[src/lwdfp_pkg.sv]
// Shared types and codes for the LoRaWAN data frame parser.
package lwdfp_pkg;

   localparam int ByteWidth   = 8;
   localparam int LengthWidth = 9;
   localparam int CountWidth  = 9;

   // Result kinds.
   localparam logic [1:0] KIND_OPTION  = 2'd0;
   localparam logic [1:0] KIND_PAYLOAD = 2'd1;
   localparam logic [1:0] KIND_SUMMARY = 2'd2;

   // Frame status codes.
   localparam logic [1:0] STATUS_OK      = 2'd0;
   localparam logic [1:0] STATUS_SHORT   = 2'd1;
   localparam logic [1:0] STATUS_NODATA  = 2'd2;
   localparam logic [1:0] STATUS_OVERRUN = 2'd3;

   // Frame layout.
   localparam logic [LengthWidth-1:0] MIN_FRAME    = 9'd12;
   localparam logic [LengthWidth-1:0] POS_CONTROL  = 9'd5;
   localparam logic [LengthWidth-1:0] POS_COUNT_LO = 9'd6;
   localparam logic [LengthWidth-1:0] POS_COUNT_HI = 9'd7;
   localparam logic [LengthWidth-1:0] POS_OPTIONS  = 9'd8;
   localparam logic [LengthWidth-1:0] MIC_BYTES    = 9'd4;

   localparam logic [2:0] MTYPE_DATA_FIRST = 3'd2;
   localparam logic [2:0] MTYPE_DATA_LAST  = 3'd5;
   localparam logic [2:0] MTYPE_UNCONF_DN  = 3'd3;
   localparam logic [2:0] MTYPE_CONF_DN    = 3'd5;

   typedef struct packed {
      logic [ByteWidth-1:0]   frame_byte;
      logic                   frame_start;
      logic [LengthWidth-1:0] frame_length;
   } req_type;

   typedef struct packed {
      logic [1:0]            kind;
      logic [ByteWidth-1:0]  data_byte;
      logic [7:0]            mhdr;
      logic [31:0]           device_address;
      logic [7:0]            frame_control;
      logic [15:0]           frame_counter;
      logic [7:0]            port;
      logic [CountWidth-1:0] payload_count;
      logic [31:0]           integrity_code;
      logic                  downlink;
      logic [1:0]            status;
   } rsp_type;

endpackage

[src/lorawan_data_frame_parser_unit.sv]
// Top level of the LoRaWAN data frame parser: byte-wise field capture and result output.
//
//   channel | direction | handshake             | payload
//   req     | in        | req_valid / req_ready | lwdfp_pkg::req_type, one frame byte
//   rsp     | out       | rsp_valid / rsp_ready | lwdfp_pkg::rsp_type, option/payload/summary
//
// One byte is taken per cycle; its result goes from the input register to the result register.
// The rate is set by the input register, which frees up each cycle unless a byte that makes
// a result meets a full result register that is not being drained.
// Synchronous reset clears the frame state and both valid flags.
// Bytes that make no result pass through even while the result register is stalled.
module lorawan_data_frame_parser_unit #(
   parameter int PAYLOAD_MAX = 256
) (
   input  logic               clock,
   input  logic               reset,
   input  logic               req_valid,
   output logic               req_ready,
   input  lwdfp_pkg::req_type req_data,
   output logic               rsp_valid,
   input  logic               rsp_ready,
   output lwdfp_pkg::rsp_type rsp_data
);
   import lwdfp_pkg::*;

   localparam logic [CountWidth-1:0] PayloadCap = CountWidth'(PAYLOAD_MAX);

   // Input register.
   logic    in_valid_ff;
   req_type in_data_ff;

   // Frame state.
   logic [LengthWidth-1:0] pos_ff, pos_in;
   logic [LengthWidth-1:0] len_ff, len_in;
   logic [7:0]             header_ff, header_in;
   logic [31:0]            address_ff, address_in;
   logic [7:0]             control_ff, control_in;
   logic [15:0]            counter_ff, counter_in;
   logic [7:0]             port_ff, port_in;
   logic [CountWidth-1:0]  seen_ff, seen_in;
   logic [31:0]            code_ff, code_in;
   logic [1:0]             status_ff, status_in;

   // Result register.
   logic    rsp_valid_ff;
   rsp_type rsp_data_ff;
   rsp_type result;
   logic    has_result;
   logic    advance;

   logic [LengthWidth-1:0] p;
   logic [LengthWidth-1:0] mic_start;
   logic [LengthWidth-1:0] pos_next;
   logic [ByteWidth-1:0]   b;
   logic [3:0]             opt_len;
   logic [LengthWidth:0]   opt_end;
   logic [LengthWidth:0]   need_len;
   logic [2:0]             mtype_in;
   logic [2:0]             mtype_sum;

   always_comb begin
      b = in_data_ff.frame_byte;

      // A start byte clears the frame state before it is looked at.
      if (in_data_ff.frame_start) begin
         pos_in     = '0;
         len_in     = in_data_ff.frame_length;
         header_in  = '0;
         address_in = '0;
         control_in = '0;
         counter_in = '0;
         port_in    = '0;
         seen_in    = '0;
         code_in    = '0;
         status_in  = STATUS_OK;
      end else begin
         pos_in     = pos_ff;
         len_in     = len_ff;
         header_in  = header_ff;
         address_in = address_ff;
         control_in = control_ff;
         counter_in = counter_ff;
         port_in    = port_ff;
         seen_in    = seen_ff;
         code_in    = code_ff;
         status_in  = status_ff;
      end

      p         = pos_in;
      mic_start = len_in - MIC_BYTES;
      opt_len   = control_in[3:0];
      opt_end   = {1'b0, POS_OPTIONS} + {6'd0, opt_len};
      need_len  = {1'b0, MIN_FRAME} + {6'd0, b[3:0]};
      mtype_in  = b[7:5];
      mtype_sum = 3'd0;
      pos_next  = p + 9'd1;
      result    = '0;
      has_result = 1'b0;

      if (p < len_in) begin
         if (p == '0) begin
            if (len_in < MIN_FRAME) begin
               status_in = STATUS_SHORT;
            end else begin
               header_in = b;
               if (mtype_in < MTYPE_DATA_FIRST || mtype_in > MTYPE_DATA_LAST) begin
                  status_in = STATUS_NODATA;
               end
            end
         end else if (status_in == STATUS_OK || status_in == STATUS_OVERRUN) begin
            if (p <= 9'd4) begin
               case (p[2:0])
                  3'd1:    address_in[7:0]   = address_in[7:0] | b;
                  3'd2:    address_in[15:8]  = address_in[15:8] | b;
                  3'd3:    address_in[23:16] = address_in[23:16] | b;
                  default: address_in[31:24] = address_in[31:24] | b;
               endcase
            end else if (p == POS_CONTROL) begin
               control_in = b;
               if ({1'b0, len_in} < need_len) begin
                  status_in = STATUS_OVERRUN;
               end
            end else if (p == POS_COUNT_LO) begin
               counter_in = {8'd0, b};
            end else if (p == POS_COUNT_HI) begin
               counter_in[15:8] = counter_in[15:8] | b;
            end else if (status_in == STATUS_OK) begin
               if ({1'b0, p} < opt_end) begin
                  result.kind      = KIND_OPTION;
                  result.data_byte = b;
                  has_result       = 1'b1;
               end else if (p < mic_start) begin
                  if ({1'b0, p} == opt_end) begin
                     port_in = b;
                  end else if (seen_in < PayloadCap) begin
                     seen_in          = seen_in + 9'd1;
                     result.kind      = KIND_PAYLOAD;
                     result.data_byte = b;
                     has_result       = 1'b1;
                  end
               end
            end
            if (p >= mic_start) begin
               code_in = {b, code_in[31:8]};
            end
         end

         pos_in = pos_next;
         if (pos_next == len_in) begin
            mtype_sum     = header_in[7:5];
            result        = '0;
            result.kind   = KIND_SUMMARY;
            result.status = status_in;
            if (status_in == STATUS_NODATA) begin
               result.mhdr = header_in;
            end else if (status_in != STATUS_SHORT) begin
               result.mhdr           = header_in;
               result.device_address = address_in;
               result.frame_control  = control_in;
               result.frame_counter  = counter_in;
               result.port           = port_in;
               result.payload_count  = seen_in;
               result.integrity_code = code_in;
               result.downlink       = (mtype_sum == MTYPE_UNCONF_DN) ||
                                       (mtype_sum == MTYPE_CONF_DN);
            end
            has_result = 1'b1;
         end
      end
   end

   // The held byte moves on unless its result would overwrite a waiting one.
   assign advance   = in_valid_ff && (!has_result || !rsp_valid_ff || rsp_ready);
   assign req_ready = !in_valid_ff || advance;

   always_ff @(posedge clock) begin
      if (reset) begin
         in_valid_ff  <= 1'b0;
         rsp_valid_ff <= 1'b0;
         pos_ff       <= '0;
         len_ff       <= '0;
         header_ff    <= '0;
         address_ff   <= '0;
         control_ff   <= '0;
         counter_ff   <= '0;
         port_ff      <= '0;
         seen_ff      <= '0;
         code_ff      <= '0;
         status_ff    <= STATUS_OK;
      end else begin
         if (req_ready) begin
            in_valid_ff <= req_valid;
         end
         if (advance) begin
            pos_ff     <= pos_in;
            len_ff     <= len_in;
            header_ff  <= header_in;
            address_ff <= address_in;
            control_ff <= control_in;
            counter_ff <= counter_in;
            port_ff    <= port_in;
            seen_ff    <= seen_in;
            code_ff    <= code_in;
            status_ff  <= status_in;
         end
         if (advance && has_result) begin
            rsp_valid_ff <= 1'b1;
         end else if (rsp_ready) begin
            rsp_valid_ff <= 1'b0;
         end
      end
   end

   always_ff @(posedge clock) begin
      if (req_valid && req_ready) begin
         in_data_ff <= req_data;
      end
      if (advance && has_result) begin
         rsp_data_ff <= result;
      end
   end

   assign rsp_valid = rsp_valid_ff;
   assign rsp_data  = rsp_data_ff;

`ifndef SYNTH
   a_pos_in_frame: assert property (@(posedge clock) disable iff (reset)
      pos_ff <= len_ff)
      else $error("byte position beyond frame length");

   a_payload_cap: assert property (@(posedge clock) disable iff (reset)
      seen_ff <= PayloadCap)
      else $error("payload count above cap");

   a_short_status: assert property (@(posedge clock) disable iff (reset)
      status_ff == STATUS_SHORT |-> len_ff < MIN_FRAME)
      else $error("short status on a full-length frame");

   a_held_byte_kept: assert property (@(posedge clock) disable iff (reset)
      in_valid_ff && !advance |=> in_valid_ff && $stable(in_data_ff))
      else $error("stalled input byte lost");
`endif

endmodule
[config.mk]
export PLATFORM = sky130hd
export DESIGN_NAME = lorawan_data_frame_parser_unit
export DESIGN_NICKNAME = d
export VERILOG_FILES = /design/src/lwdfp_pkg.sv /design/src/lorawan_data_frame_parser_unit.sv
export SDC_FILE = /design/constraint.sdc
export NUM_CORES = 1
export LEC_CHECK = 0
export ABC_AREA = 1
export BUFFER_PORTS_ARGS = -buffer_cell sky130_fd_sc_hd__buf_2
export CAP_MARGIN = 20
export CELL_PAD_IN_SITES_DETAIL_PLACEMENT = 1
export CELL_PAD_IN_SITES_GLOBAL_PLACEMENT = 1
export CORE_ASPECT_RATIO = 0.9
export CORE_UTILIZATION = 49
export CTS_BUF_LIST = sky130_fd_sc_hd__clkbuf_2 sky130_fd_sc_hd__clkbuf_4 sky130_fd_sc_hd__clkbuf_8
export CTS_CLUSTER_SIZE = 40
export DETAILED_ROUTE_END_ITERATION = 7
export HOLD_SLACK_MARGIN = 0.15
export PLACE_DENSITY = 0.95
export SETUP_SLACK_MARGIN = 0.02
export SKIP_CTS_REPAIR_TIMING = 1
export SYNTH_ARGS = -nofsm -noshare
export SYNTH_HDL_FRONTEND = slang
export SYNTH_SLANG_ARGS = --single-unit
[constraint.sdc]
create_clock -name clock -period 13 [get_ports clock]
set_input_delay 0 -clock clock [delete_from_list [all_inputs] [get_ports clock]]
set_output_delay 0 -clock clock [all_outputs]
set_load 0.02 [all_outputs]
==> results of run 1 <==
worst reg2reg max path, cell delays in order, from the launching register on:
cell      delay, ns
edfxtp_1       0.34
buf_4          0.65
clkinv_2       0.89
nand2_1        0.23
nand2_1        0.16
inv_1          0.17
ha_1           0.21
nand2_1        0.06
nor2_1         0.15
nand3_1        0.11
xor2_1         0.16
ha_1           0.31
nand2_1        0.08
nor2_1         0.18
nand2_1        0.13
nand3_1        0.16
nand2_1        0.10
nand3_1        0.11
nand2_1        0.13
nand3_4        0.10
buf_4          0.85
nor2_1         0.15
inv_1          0.12
nand2_1        0.05
inv_1          0.74
registers in the layout, summed over array words and instances (netlist names):
name,flops
rsp_data,126
address_ff,32
code_ff,32
counter_ff,16
in_data_ff,10
len_ff,9
pos_ff,9
seen_ff,9
b,8
control_ff,8
header_ff,8
port_ff,8
status_ff,2
in_valid_ff,1
rsp_valid,1
area by class of cell:
class | instances | area, sq um | area share
Multi-Input combinational cell | 1590 | 7400 | 0.416
Inverter | 176 | 666 | 0.0374
Clock inverter | 27 | 173 | 0.00970
Timing Repair Buffer | 200 | 1250 | 0.0705
Clock buffer | 59 | 756 | 0.0425
Sequential cell | 279 | 7030 | 0.395
Tap cell | 409 | 512 | 0.0288
final timing paths:
check                      from            end  slack, ns
setup reg to reg  in_data_ff[9]           b[3]       6.26
hold reg to reg   control_ff[3]  control_ff[3]       0.48
hold / removal     req_data[11]           b[1]       0.18
setup / recovery  in_data_ff[9]           b[3]       6.26
cell families after synthesis:
| group | synth area share |
|---|---|
| flops | 0.446 |
| xor+xnor | 0.00500 |
| simple gates | 0.332 |
| mux | 0.00952 |
| compound gates | 0.0942 |
| buf+inv | 0.0864 |
| fa+ha+maj | 0.0270 |
cell usage in the layout (no fill, tap or decap), types with 37 or more instances in the layout:
cell,instances
dfxtp_1,134
edfxtp_1,144
nand3_1,184
nand3b_1,51
nor2_1,421
o21ai_0,92
nand2_1,526
buf_2,149
clkbuf_8,50
dlygate4sd3_1,37
a21oi_1,157
inv_1,165
cell usage after synthesis:
cell	n	share of area
a31oi_1	1	0.00040
o21ai_1	31	0.0098
nor2_2	5	0.0020
o21a_1	3	0.0014
ha_1	34	0.027
mux2i_1	15	0.0095
nor2_1	421	0.10
clkbuf_1	55	0.013
nand3b_1	51	0.024
a21boi_0	3	0.0014
nand4_1	16	0.0063
nor3_4	1	0.0010
inv_1	167	0.040
nand3_2	3	0.0019
nor2_4	2	0.0014
buf_6	20	0.014
o211ai_1	2	0.00095
inv_2	9	0.0021
xor2_1	7	0.0039
or2_2	1	0.00040
buf_1	26	0.0062
nor4_1	2	0.00079
o21ai_0	92	0.029
o21ai_2	1	0.00056
xnor2_1	2	0.0011
o21a_2	1	0.00056
edfxtp_1	144	0.27
nor3_1	15	0.0048
nand3_1	185	0.059
and2_1	1	0.00040
a21oi_1	157	0.050
buf_2	27	0.0086
nand2_1	526	0.13
dfxtp_1	135	0.17
buf_4	5	0.0024
nand2_2	12	0.0048
where the power goes:
group          total [W]  internal [W]  switching, W
Sequential       0.00100      0.000973     0.0000315
Clock           0.000822      0.000423      0.000399
Combinational   0.000427      0.000123      0.000303
Total            0.00225       0.00152      0.000734
metrics by stage:
stage / worst slack (ns) / hold slack [ns]
CTS: 6.29 / -0.456
global placement: 6.64 / 0.177
global route: 5.78 / 0.185
floorplan: 6.83 / 0.0724
detailed placement: 6.33 / 0.179
finish: 6.26 / 0.177
metal layers:
metal	vias up	GRT usage	wire, microns	part of all wire
li1	7312	-	-	-
met1	7663	0.405	22800	0.41
met2	630	0.545	26700	0.48
met3	158	0.0593	3580	0.064
met4	0	0.159	2570	0.046
met5	-	0	0	0
==> qor.yml, run 1 <==
arrival_ns: 6.96
grt_max_degree: 106
ioPinCount: 150
maxSlewViolCount: 0
hp-class: "input pin to flip-flop"
synth.distinct_cells: 36
start_util: 0.504
drtAntennaViolNets: 0
post_dp_cell_area_sq_um: 16500
numCtsBuffers: 48
slew_headroom: 0.217
hold_depth: 2
synth_cells: 2178
rsz0062_at_grt: "false"
synth-seq-cells: 279
area_growth_pct: 12.8
synth_nets: 2234
crit_path_top_delay_cell: "clkinv_2"
antenna_found_initial: 0
cts_tree: "built"
first_global_vias: 15900
die-area_sq_um: 32900
setup_viol: 0
fin_tns_setup_ns: 0
crit_fanout: 104
die_h_microns: 172
ys_warn_count: 0
period_share: 0.519
fmax_ghz: 0.148
path_cells: "buf_4, clkinv_2, nand2_1, nand2_1, inv_1, ha_1, nand2_1, nor2_1, nand3_1, xor2_1, ha_1, nand2_1, nor2_1, nand2_1, nand3_1, nand2_1, nand3_1, nand2_1, nand3_4, buf_4, nor2_1, inv_1, nand2_1, inv_1"
fillers: 4066
postSynthAreaPerCell_sq_um: 7.24
ys_seq_area_frac: 0.446
leakagePower_nw: 7.65
hpwl_mm: 34.7
worstPathRequired_ns: 13.21
grt_pass1_wl_mm: 84.2
critPathCaptureType: "flip-flop"
overflow: 0
crit_top_cell: "nand2_1"
crit_cells: 24
maxCapViolCount: 0
clkSlewWorstSetupHoldPaths_ns: 0.06
reg2reg_depth: 24
hold_viol: 0
final_cells: 2740
worst_slew_pin_slew_ns: 1.17
clock_path_buffers: 3
grtUsageTotal: 0.326
powerDensity_nw_per_um2: 127
totalWireLength_mm: 55.6
n_antenna_cell: 0
cp_slowest_stage_delay_ns: 0.88
fin_skew_ns: 0.0428
gp_congestion: 0.860
power.total_w: 0.00225
die_x_microns: 191
cts_root_buf: "clkbuf_8"
fin_util: 0.569
peakVddDrop_v: 0.000127
dp_cells: 2617
drtPass1Iterations: 5
path_buf_inv: 6
start_kind: "flip-flop"
status: "finished clean"
coreArea_sq_um: 31300
num_rows: 61
avgViaCountPerCell: 5.75
vias: 15800
fin_nets: 2351
drt_iter0_markers: 1236
drive_gt1_frac: 0.116
worstSkewPairLatency_ns: 0.62
wl_per_cell_microns: 20.3
fin_crit_ns: 6.74
fin_area_sq_um: 17800
portBuffers: 149
critPathKind: "flip-flop to flip-flop"
netlist_area_sq_um: 15800
cts_max_level: 2
crit_family: "buffers and inverters"
cts_num_sinks: 279
drc: 0
Power figures use the tool's default switching activity.
==> run 2: changes to the inputs <==
Settings changed: CORE_UTILIZATION 49 to 45, PLACE_DENSITY 0.95 to 0.91.
Clock period 13 ns to 6.45 ns, I/O delays scaled along.
==> run 2 against run 1 <==
Critical path depth is 3 lower. Clock-buffer cell count grew 13. Combinational power is 99% higher. Clock skew decreased by 0.027 ns. Register-to-register slack worse by 5.0 ns. Setup slack worse by 5.0 ns. Maximum frequency is 30% higher. Via count is 1.2% lower. Global-route usage down 3.2 points. First-iteration DRC count grew 3.8%. Critical endpoint is now code_ff[8]. Largest power group unchanged.
==> qor.yml, run 2 (synthesized netlist as in run 1, its figures left out) <==
die-area_sq_um: 35800  # +8.8%
reg2reg_depth: 21  # -13%
final_common_cell: "nand2_1"
fin_skew_ns: 0.0158  # -0.0270 ns
cts_num_sinks: 279  # unchanged
leakagePower_nw: 7.72  # +0.89%
layout_common_cells: "nand2_1 (526), nor2_1 (421), nand3_1 (184)"
worst_slew_pin_slew_ns: 1.10  # -0.0746 ns
ioPinCount: 150  # unchanged
grtUsageTotal: 0.293  # -0.0323
arrival_ns: 5.69  # -1.27 ns
rsz0062_at_grt: "false"
drtAntennaViolNets: 0  # unchanged
antenna_found_initial: 0  # unchanged
maxSlewViolCount: 0  # unchanged
hold_viol: 0  # unchanged
worstPathRequired_ns: 6.95  # -6.26 ns
crit_fanout: 66  # -37%
cts_root_buf: "clkbuf_8"
cts_tree: "built"
clock_path_buffers: 3  # unchanged
whs_ns: 0.147  # -0.0300 ns
first_global_vias: 15800  # -0.87%
portBuffers: 149  # unchanged
top_layer_used: "met4"
reg2reg_slack_ns: 1.25  # -5.01 ns
vias: 15600  # -1.2%
drt_iter0_markers: 1283  # +3.8%
critPathKind: "flip-flop to flip-flop"
status: "finished clean"
gp_congestion: 0.888  # +3.3%
hold_depth: 2  # unchanged
clkSlewWorstSetupHoldPaths_ns: 0.06  # about the same
fin_nets: 2355  # +0.17%
drtPass1Iterations: 5  # unchanged
avgViaCountPerCell: 5.56  # -3.4%
die_h_microns: 180  # +4.3%
hpwl_mm: 34.3  # -1.1%
drc: 0  # unchanged
grt_max_degree: 189  # +78%
cts_max_level: 2  # unchanged
period_share: 0.806  # +0.287
numCtsBuffers: 50  # +4.2%
hp-class: "input pin to flip-flop"
maxCapViolCount: 0  # unchanged
drive_gt1_frac: 0.123  # +0.00719
n_antenna_cell: 0  # unchanged
pre_cts_ws_ns: 1.25  # -5.08 ns
powerDensity_nw_per_um2: 256  # +100%
fillers: 4469  # +9.9%
slew_headroom: 0.267  # +0.0497
start_util: 0.460  # -0.0438
start_kind: "flip-flop"
hold_end: "in_data_ff[8]"
largest_reg_flops: 126  # unchanged
wl_met1_mm: 22.2  # -2.9%
power.total_w: 0.00459  # +100%
worstSkewPairLatency_ns: 0.61  # about the same
fin_area_sq_um: 18000  # +0.99%
met2WireLength_mm: 25.7  # -3.6%
coreArea_sq_um: 34300  # +9.5%
fmax_ghz: 0.192  # +30%
setup_slack_ns: 1.25  # -5.01 ns
wl_per_cell_microns: 19.0  # -6.4%
grt_pass1_wl_mm: 83.2  # -1.2%
fin_tns_setup_ns: 0  # unchanged
die_x_microns: 199  # +4.3%
fin_crit_ns: 5.20  # -1.54 ns
rr_startpoint: "in_data_ff[9]"
overflow: 0  # unchanged
area_growth_pct: 14.0
num_rows: 64  # +4.9%
peakVddDrop_v: 0.000135  # +6.3%
post_dp_cell_area_sq_um: 16600  # +0.40%
totalWireLength_mm: 53.3  # -4.2%
r2r_end: "code_ff[8]"
critPathCaptureType: "flip-flop"
min_from: "req_data[8]"
met3_length_mm: 3.38  # -5.4%
setup_viol: 0  # unchanged
## run 2: cell count changes in the layout (fill, tap and decap cells not counted), moves of 3 or more
cell,previous run,this run
clkbuf_8,50,55
clkbuf_4,9,17
clkinv_1,18,10
clkinv_2,6,9
## run 2: power breakdown
part	internal (W)	switching, W	total [W]
Combinational	0.000253	0.000595	0.000848
Sequential	0.00196	0.0000634	0.00202
Clock	0.000930	0.000793	0.00172
Total	0.00314	0.00145	0.00459
## run 2: worst max path at each step
stage | from | end | depth (start not counted)
after floorplan | in_data_ff[9] | rsp_data[0] | 21
after global placement | in_data_ff[9] | rsp_data[24] | 20
after detailed placement | in_data_ff[9] | rsp_data[24] | 20
after CTS | in_data_ff[9] | rsp_data[17] | 20
after global routing | in_data_ff[9] | code_ff[2] | 21
final | in_data_ff[9] | code_ff[8] | 21
## run 2: stage by stage
stage | cells | utilization
2_1_floorplan | 2178 | -
3_3_place_gp | 2671 | 0.483
3_5_place_dp | 2671 | 0.483
4_1_cts | 2765 | 0.513
5_1_grt | 2803 | 0.524
6_report | 2803 | 0.524
## run 2: per-layer routing
layer,up-vias,track usage
met5,-,0
met4,0,0.139
met3,134,0.0559
met2,515,0.484
met1,7602,0.368
li1,7325,-
## run 2: final cells by class
cell class	count	area [sq um]	area share
Multi-Input combinational cell	1590	7400	0.412
Sequential cell	279	7030	0.391
Timing Repair Buffer	202	1260	0.0704
Clock buffer	72	885	0.0492
Inverter	176	666	0.0370
Tap cell	462	578	0.0322
Clock inverter	22	143	0.00794
## run 2: critical path, stage by stage (launching register included)
cell and delay, ns:
edfxtp_1 0.39, buf_4 0.64, nand2_1 0.10, o21ai_0 0.24, ha_1 0.27, nand2_1 0.06, nor2_1 0.18, nand3_1 0.12
xor2_1 0.17, ha_1 0.31, nand2_1 0.09, nor2_1 0.19, nand2_1 0.14, nand3_1 0.15, nand2_2 0.53, inv_1 0.73
nand2_1 0.20, nand3_1 0.13, o21ai_1 0.07, nand3b_1 0.18, nand2_1 0.10, nor2_1 0.05
